## src/rtl/matrix_multiply_engine_assert.svh

```systemverilog
// Assertion macros shared by the engine's modules.
// They expect signals named clock and reset in the scope where they are used.
`ifndef MATRIX_MULTIPLY_ENGINE_ASSERT_SVH
`define MATRIX_MULTIPLY_ENGINE_ASSERT_SVH

// Same-cycle implication.
`define MME_ASSERT_IMPLY(label, ante, cons, msg) \
   label: assert property (@(posedge clock) disable iff (reset) (ante) |-> (cons)) \
      else $error(msg);

// Next-cycle implication.
`define MME_ASSERT_NEXT(label, ante, cons, msg) \
   label: assert property (@(posedge clock) disable iff (reset) (ante) |=> (cons)) \
      else $error(msg);

`endif

```

## src/rtl/mme_pkg.sv

```systemverilog
package mme_pkg;

   localparam int MAX_DIM      = 16;
   localparam int ELEMENT_BITS = 16;

   localparam int DIM_BITS  = (MAX_DIM > 1) ? $clog2(MAX_DIM) : 1;
   localparam int CNT_BITS  = $clog2(MAX_DIM + 1);
   localparam int DEPTH     = MAX_DIM * MAX_DIM;
   localparam int ADDR_BITS = $clog2(DEPTH);
   localparam int PROD_BITS = 2 * ELEMENT_BITS;
   localparam int SUM_BITS  = 36;
   localparam int WIDE_BITS = ((PROD_BITS > SUM_BITS) ? PROD_BITS : SUM_BITS) + 1;

   // fixed field widths
   localparam int OP_BITS    = 2;
   localparam int INDEX_BITS = 4;
   localparam int VALUE_BITS = 16;
   localparam int CFG_BITS   = 5;
   localparam int CSR_BITS   = 2;

   localparam logic [CFG_BITS-1:0] CFG_RESET = 5'd16;

   typedef enum logic [OP_BITS-1:0] {
      OP_WRITE_LEFT  = 2'd0,
      OP_WRITE_RIGHT = 2'd1,
      OP_READ        = 2'd2
   } op_type;

   localparam logic [CSR_BITS-1:0] CSR_ROW_COUNT   = 2'd0;
   localparam logic [CSR_BITS-1:0] CSR_INNER_COUNT = 2'd1;
   localparam logic [CSR_BITS-1:0] CSR_COL_COUNT   = 2'd2;

   // controller -> datapath
   typedef struct packed {
      logic                accept;      // input item taken this cycle
      logic                start_read;  // latch indices, clear accumulator
      logic                issue;       // read one left/right element pair
      logic [DIM_BITS-1:0] issue_k;     // inner position of that pair
      logic                load_out;    // move result into output register
      logic                load_err;    // result is an index error
   } mme_cmd_type;

   // datapath -> controller
   typedef struct packed {
      logic                read_in_range;
      logic [CNT_BITS-1:0] inner_count;
      logic                out_free;
   } mme_status_type;

   // register value clamped to MAX_DIM
   function automatic logic [CNT_BITS-1:0] eff_size(input logic [CFG_BITS-1:0] v);
      return (32'(v) > MAX_DIM) ? CNT_BITS'(MAX_DIM) : CNT_BITS'(v);
   endfunction

   function automatic logic below(input logic [INDEX_BITS-1:0] idx,
                                  input logic [CNT_BITS-1:0]   lim);
      return 32'(idx) < 32'(lim);
   endfunction

   // row-major store address
   function automatic logic [ADDR_BITS-1:0] make_addr(input int unsigned row,
                                                      input int unsigned col);
      return ADDR_BITS'(row * MAX_DIM + col);
   endfunction

endpackage

```

## src/rtl/mme_ctrl.sv

```systemverilog
`include "matrix_multiply_engine_assert.svh"

module mme_ctrl (
   input  logic                    clock,
   input  logic                    reset,
   input  logic                    req_valid,
   output logic                    req_stall,
   input  logic [mme_pkg::OP_BITS-1:0] req_op,
   input  mme_pkg::mme_status_type status,
   output mme_pkg::mme_cmd_type    cmd
);
   import mme_pkg::*;

   typedef enum logic [2:0] {
      ST_IDLE,
      ST_RUN,
      ST_WAIT_A,
      ST_WAIT_B,
      ST_FINISH
   } state_type;

   state_type           state_ff, state_in;
   logic [DIM_BITS-1:0] k_ff, k_in;
   logic                err_ff, err_in;
   logic                last_k;

   assign last_k = (32'(k_ff) + 32'd1) == 32'(status.inner_count);

   always_comb begin
      state_in = state_ff;
      k_in     = k_ff;
      err_in   = err_ff;
      cmd      = '0;
      cmd.issue_k  = k_ff;
      cmd.load_err = err_ff;

      unique case (state_ff)
         ST_IDLE: begin
            cmd.accept = req_valid && !reset;
            if (cmd.accept && (req_op == OP_READ)) begin
               cmd.start_read = 1'b1;
               k_in = '0;
               if (!status.read_in_range) begin
                  err_in   = 1'b1;
                  state_in = ST_FINISH;
               end else if (status.inner_count == '0) begin
                  err_in   = 1'b0;
                  state_in = ST_FINISH;
               end else begin
                  err_in   = 1'b0;
                  state_in = ST_RUN;
               end
            end
         end
         ST_RUN: begin
            cmd.issue = 1'b1;
            if (last_k) begin
               state_in = ST_WAIT_A;
            end else begin
               k_in = k_ff + 1'b1;
            end
         end
         ST_WAIT_A: state_in = ST_WAIT_B;
         ST_WAIT_B: state_in = ST_FINISH;
         ST_FINISH: begin
            if (status.out_free) begin
               cmd.load_out = 1'b1;
               state_in     = ST_IDLE;
            end
         end
         default: state_in = ST_IDLE;
      endcase
   end

   always_ff @(posedge clock) begin
      if (reset) begin
         state_ff <= ST_IDLE;
         k_ff     <= '0;
         err_ff   <= 1'b0;
      end else begin
         state_ff <= state_in;
         k_ff     <= k_in;
         err_ff   <= err_in;
      end
   end

   // no item is taken while reset is high
   assign req_stall = reset || (state_ff != ST_IDLE);

   `MME_ASSERT_IMPLY(a_issue_in_bounds, cmd.issue,
      32'(cmd.issue_k) < 32'(status.inner_count), "issue past inner size")
   `MME_ASSERT_IMPLY(a_load_when_free, cmd.load_out, status.out_free,
      "result loaded over a waiting item")
   `MME_ASSERT_NEXT(a_err_skips_run, cmd.start_read && !status.read_in_range,
      state_ff == ST_FINISH && err_ff, "index error did not go to finish")

endmodule

```

## config.mk

```make
export PLATFORM = sky130hd
export DESIGN_NAME = mme_ctrl
export DESIGN_NICKNAME = d
export VERILOG_FILES = /design/src/rtl/mme_pkg.sv /design/src/rtl/mme_ctrl.sv
export VERILOG_INCLUDE_DIRS = /design/src /design/src/rtl
export SDC_FILE = /design/constraint.sdc
export NUM_CORES = 1
export LEC_CHECK = 0
export ABC_CLOCK_PERIOD_IN_PS = 2100
export BUFFER_PORTS_ARGS = -buffer_cell sky130_fd_sc_hd__buf_4
export CAP_MARGIN = 20
export CORE_MARGIN = 3
export CORE_UTILIZATION = 46
export DETAILED_ROUTE_END_ITERATION = 7
export GPL_TIMING_DRIVEN = 0
export PLACE_DENSITY = 0.85
export SETUP_SLACK_MARGIN = 0.5
export SYNTH_ARGS = -nofsm -noshare
export SYNTH_HDL_FRONTEND = slang
export SYNTH_SLANG_ARGS = --single-unit
```

## constraint.sdc

```tcl
create_clock -name clock -period 2.1 [get_ports clock]
set_input_delay 0.21 -clock clock [delete_from_list [all_inputs] [get_ports clock]]
set_output_delay 0.21 -clock clock [all_outputs]
set_load 0.02 [all_outputs]
```

[Yosys cells after proc, flatten, opt, wreduce, memory -nomap -nowiden]
Cells that the tools add are included.
Storage, ports and cells
  register bits after elaboration: 8
  bits in latches: 0
  memory bits (writable): 0
  ROM bits: 0
  bits of input ports: 12
  output and inout port bits: 10
  logic and storage cells: 41
  memories kept: 0
Cells by class
  add/sub/neg operators: 2
  $mul: 0
  div/mod/pow operators: 0
  magnitude comparators: 0
  equal/unequal tests: 10
  shift-type cells: 0
  mux-type cells: 15
  bitwise logic cells: 0
  reduce and logical (&&, ||, !) cells: 11
Operators with widths (count)
  two-way mux 3 bit: 5
  one-hot mux 3 bit (5 select lines): 1
  two-way mux 4 bit: 2
  inequality test 2 bit, second input constant: 4
  one-hot mux 4 bit (2 select lines): 1
  equality test 3 x 2 -> 1 bit, second input constant: 2
  AND reduction 3 bit: 2
  adder 4 x 1 -> 5 bit, second input constant: 1
  equality test 5 bit: 1
  logical NOT 5 bit: 1
  two-way mux 1 bit: 5
  adder 4 x 1 -> 4 bit, second input constant: 1
  equality test 3 x 1 -> 1 bit, second input constant: 1
  equality test 3 bit, second input constant: 1
  logical NOT 3 bit: 1
  nonzero test 3 bit: 1
  equality test 2 bit, second input constant: 1
  logical AND 1 bit: 2
  two-way mux 2 bit: 1
  AND reduction 2 bit: 1
  nonzero test 2 bit: 1
  logical NOT 1 bit: 1
  logical OR 1 bit: 1

[Depth between registers and ports, before layout]
  word-level depth: 5
  gate-level depth with buffers: 7

[Worst setup path before layout]
OpenSTA, ideal clock, no wires.
  path kind: register to register
  start: reg k_ff[0]
  end: reg k_ff[2]
  arrival: 1800 ps
  required time: 2007 ps
  path slack: 206 ps
  cell stages (with the launch flop): 7
  period minus slack after synthesis: 1894 ps
  cells stage by stage: dfxtp_1 ha_1 xor2_1 a211o_1 a211oi_4 o21bai_2 o311ai_2
Between the ends
  word-level cells in the longest chain between the ends: 4
  elaborated cells between the ends (all ways): 7
  those cells by class: add/sub: 2; eq/ne: 2; mux: 2; reduce/logical: 1
Ends and longest elaborated chain
  from (decl): line mme_ctrl.sv:23  | logic [DIM_BITS-1:0] k_ff, k_in;
  from (signal assigned): line mme_ctrl.sv:82  | k_ff <= k_in;
  adder 4 x 1 -> 5 bit: line mme_ctrl.sv:27  | assign last_k = (32'(k_ff) + 32'd1) == 32'(status.inner_count);
  equality test 5 bit: line mme_ctrl.sv:27
  inequality test 2 bit (no line)
  AND reduction 3 bit (no line)
Parallel ways exist; a longest one is shown, timed or not. The select of a mux whose other input is x is not followed.
A chain may end at the register's enable or synchronous reset.

[Final worst setup path]
  start: reg k_ff[1]
  end: reg state_ff[0]
Between the ends
  word-level cells in the longest chain between the ends: 4
Ends and longest elaborated chain
  adder 4 x 1 -> 5 bit: line mme_ctrl.sv:27
  equality test 5 bit: line mme_ctrl.sv:27
  inequality test 2 bit (no line)
  AND reduction 3 bit (no line)
  to (signal assigned): line mme_ctrl.sv:81  | state_ff <= state_in;
  to (decl): line mme_ctrl.sv:22  | state_type state_ff, state_in;
No other way between the ends.

==> flow_summary_export.csv <==
group,metric,value,unit
layout,num_antenna_cells,0,
worst_setup_path,crit_fanout,6,
worst_setup_path,crit_required,2.21,ns
logic_synthesis,synthDominantCellAreaShare,26.8,%
placed_design,io_buffers,21,
route,wl_per_cell,16.9,microns
clock_network,cts_tree,"done",
die,io_pins,22,
sta,clock.fmax,0.549,GHz
logic_synthesis,ys_top_cells_by_count,"dfxtp_1 (8), nor2_1 (6), nand2b_1 (4), xnor2_1 (4)",
worst_setup_path,crit_arrival,1.93,ns
logic_synthesis,synth_top_family_by_area,"simple AND/OR/NAND/NOR gates",
route,drt_iter0_drc,29,
logic_synthesis,yosysMostFrequentCell,"dfxtp_1",
sta,setup_viol,0,
layout,fillers,64,
logic_synthesis,synth_cell_types,34,
power,power_density,399,nW/um^2
logic_synthesis,synth_area_leaders,"dfxtp_1 (27%), xnor2_1 (5.9%), nand2b_1 (4.2%)",
sta,period_minus_slack,1.82,ns
route,wl,2.05,mm
route,drc,0,
power,p_int,280,uW
die,dieHeight,42.0,microns
global_route,antenna_found_initial,0,
logic_synthesis,synth_xor_area_share,8.81,%
status,status,"finished, final reports clean",
power,power.switching,115,uW
worst_setup_path,cp-end-kind,"flip-flop",
flow_run,drv_cap,0,
clock_network,worst_skew_pair.late_latency,0.27,ns
logic_synthesis,yosys.area_share.adder,2.10,%
worst_setup_path,crit_path_start_kind,"flip-flop",
sta,rsz0062_at_grt,"true",
power,p_comb_share,25.4,%
global_route,grt_max_degree,11,
clock_network,cts_root_buf,"clkbuf_4",
layout,fin_area,990,sq um
sta,tightest_slew,0.597,ns
global_route,track_usage,20.9,%
logic_synthesis,synth_compound_gate_area_share,25.8,%
clock_network,cts_sinks,8,
die,initial_core_util,51.6,%
logic_synthesis,ys_seq_area_share,26.8,%
sta,skew,0.0196,ns
layout,fin_nets,121,
die,dieArea,1770,sq um
clock_network,cts_buffers,3,
layout,multiInputGateArea,469,sq um
logic_synthesis,synthFlopType,"dfxtp_1",
sta,period_share,86.7,%
clock_network,cts_buffer_depth,2,
clock_network,cts_hold_buf,0,
clock_network,clkSlewWorstSetupHoldPaths,0.07,ns
worst_setup_path,reg2reg_depth,8,
placed_design,place_area,795,sq um
logic_synthesis,netlist_instances,69,
global_route,grt_pass1_wl,2.93,mm
route,routed_via_density,5.84,
route,firstDrtPassIters,4,
route,ant_nets,0,
sta,hold_viol_final,0,
power,ir_worst_vdd,420,uV
power,clkPwrFrac,35.0,%
placed_design,dp_hpwl,1.14,mm
placed_design,gp_congestion,0.764,
clock_network,htreeDepth,1,
global_route,grt_pass1_vias,643,
global_route,grt.overflow.total,0,
logic_synthesis,synth_edf_count,0,
logic_synthesis,ys_ff_latch,8,
die,die_w,42.0,microns
power,p_total,395,uW
logic_synthesis,ys_warn_count,0,
logic_synthesis,synth_async_sr_flop_share,0,%
logic_synthesis,yosys.area_share.simple,32.1,%
sta,fin_tns_setup,0,ns
sta,slew_viol_final,0,
logic_synthesis,syn_area_per_cell,8.65,sq um
logic_synthesis,syn_area,597,sq um
power,leakagePower,0.000405,uW
worst_setup_path,setup.worst_path.class,"flip-flop to flip-flop",
power,p_seq_share,39.6,%
logic_synthesis,yosysTopAreaCell,"dfxtp_1",
layout,area_delta_synth_final,65.8,%
die,core-area,1160,sq um
hold_path,hold_class,"primary input to flip-flop",
logic_synthesis,muxShareOfSynthArea,0,%
logic_synthesis,syn_nets,82,
route,via_count,707,
sta,relSlewSlack,60.2,%
die,rows,12,
power,p_sw_share,29.1,%
layout,seqCellArea,173,sq um
layout,drive_gt1_share,54.2,%
hold_path,worst_hold_path.num_cells,2,
-- sequential cells by signal (all words and copies together), names as in the netlist --
signal    cells
state_ff      3
k_ff          4
err_ff        1
-- power by group through the flow --
stage	clock network, uW	registers (uW)	logic [uW]
floorplan	0	159	40.0
global route	148	157	107
CTS	135	156	83.2
finish	138	157	100
global placement	0	159	72.7
detailed placement	0	159	74.3
-- layout make-up --
type	count	share of cell area, %
plain buffers	3	2.28
clock buffers	4	2.65
inverters	3	1.14
multi-input cells	55	47.4
flip-flops and latches	8	17.4
well taps	14	1.77
repair buffers	34	27.3
-- layer usage --
| layer | up-vias | GRT usage, % | share of wire, % |
|---|---|---|---|
| met1 | 340 | 28.1 | 41 |
| met2 | 31 | 32.1 | 51 |
| met4 | 0 | 8.70 | 1.3 |
| li1 | 332 | - | - |
| met5 | - | 0 | 0 |
| met3 | 4 | 4.72 | 6.7 |
-- repair_timing --
item	in CTS	in global routing
pin swaps	4	8
gates resized for setup	7	16
setup endpoints to repair	9	10
buffers inserted	6	7
-- path summary, 6_finish.rpt --
kind,start,endpoint,slack [ns]
max reg2reg,k_ff[1],state_ff[0],0.28
min reg2reg,state_ff[2],state_ff[1],0.51
max,k_ff[1],state_ff[0],0.28
min,status[6],err_ff,0.16
-- cell families (layout without fill, tap and decap cells) --
| family | Yosys count | count (layout) |
|---|---|---|
| adders and majority gates | 1 | 1 |
| DFF | 8 | 8 |
| and+or+nand+nor | 32 | 32 |
| buffers and inverters | 6 | 44 |
| xor gates and xnor gates | 6 | 6 |
| AOI/OAI and AO/OA | 16 | 16 |
-- cell usage in the layout (no fill, tap or decap), drive strengths merged --
| cell | Yosys | final |
|---|---|---|
| ha | 1 | 1 |
| xor2 | 2 | 2 |
| buf | 1 | 36 |
| nand3b | 3 | 3 |
| or4 | 3 | 3 |
| o211ai | 2 | 2 |
| or3 | 1 | 1 |
| o21bai | 2 | 2 |
| nor4 | 1 | 1 |
| o21a | 1 | 1 |
| or2 | 1 | 1 |
| o311ai | 1 | 1 |
| nand2 | 3 | 3 |
| nand2b | 4 | 4 |
| nor4bb | 1 | 1 |
| nor2 | 6 | 6 |
| a2111oi | 1 | 1 |
| a21oi | 1 | 1 |
| o21ai | 2 | 2 |
| nand3 | 2 | 2 |
| dfxtp | 8 | 8 |
| nor3b | 3 | 3 |
| xnor2 | 4 | 4 |
| inv | 3 | 3 |
| a211oi | 4 | 4 |
| o32ai | 1 | 1 |
| nor3 | 1 | 1 |
| nor2b | 2 | 2 |
| clkbuf | 2 | 5 |
| a211o | 1 | 1 |
| nand4b | 1 | 1 |
-- worst max-delay path, stage by stage (launching register included) --
cell	delay, ns
dfxtp_4	0.36
ha_4	0.24
xor2_1	0.15
a211o_1	0.30
a211oi_4	0.17
buf_6	0.16
buf_4	0.11
o21a_1	0.12
a2111oi_2	0.04
-- per-stage QoR --
stage               util, %  hold slack (ns)  instances  worst slack [ns]
floorplan                 -            0.306         69             0.407
global route           85.6            0.164        121             0.225
CTS                    77.2            0.147        114             0.295
finish                 85.6            0.159        121             0.279
global placement       68.7            0.404        104             0.266
detailed placement     68.7            0.410        104             0.276
Power figures use the tool's default switching activity.
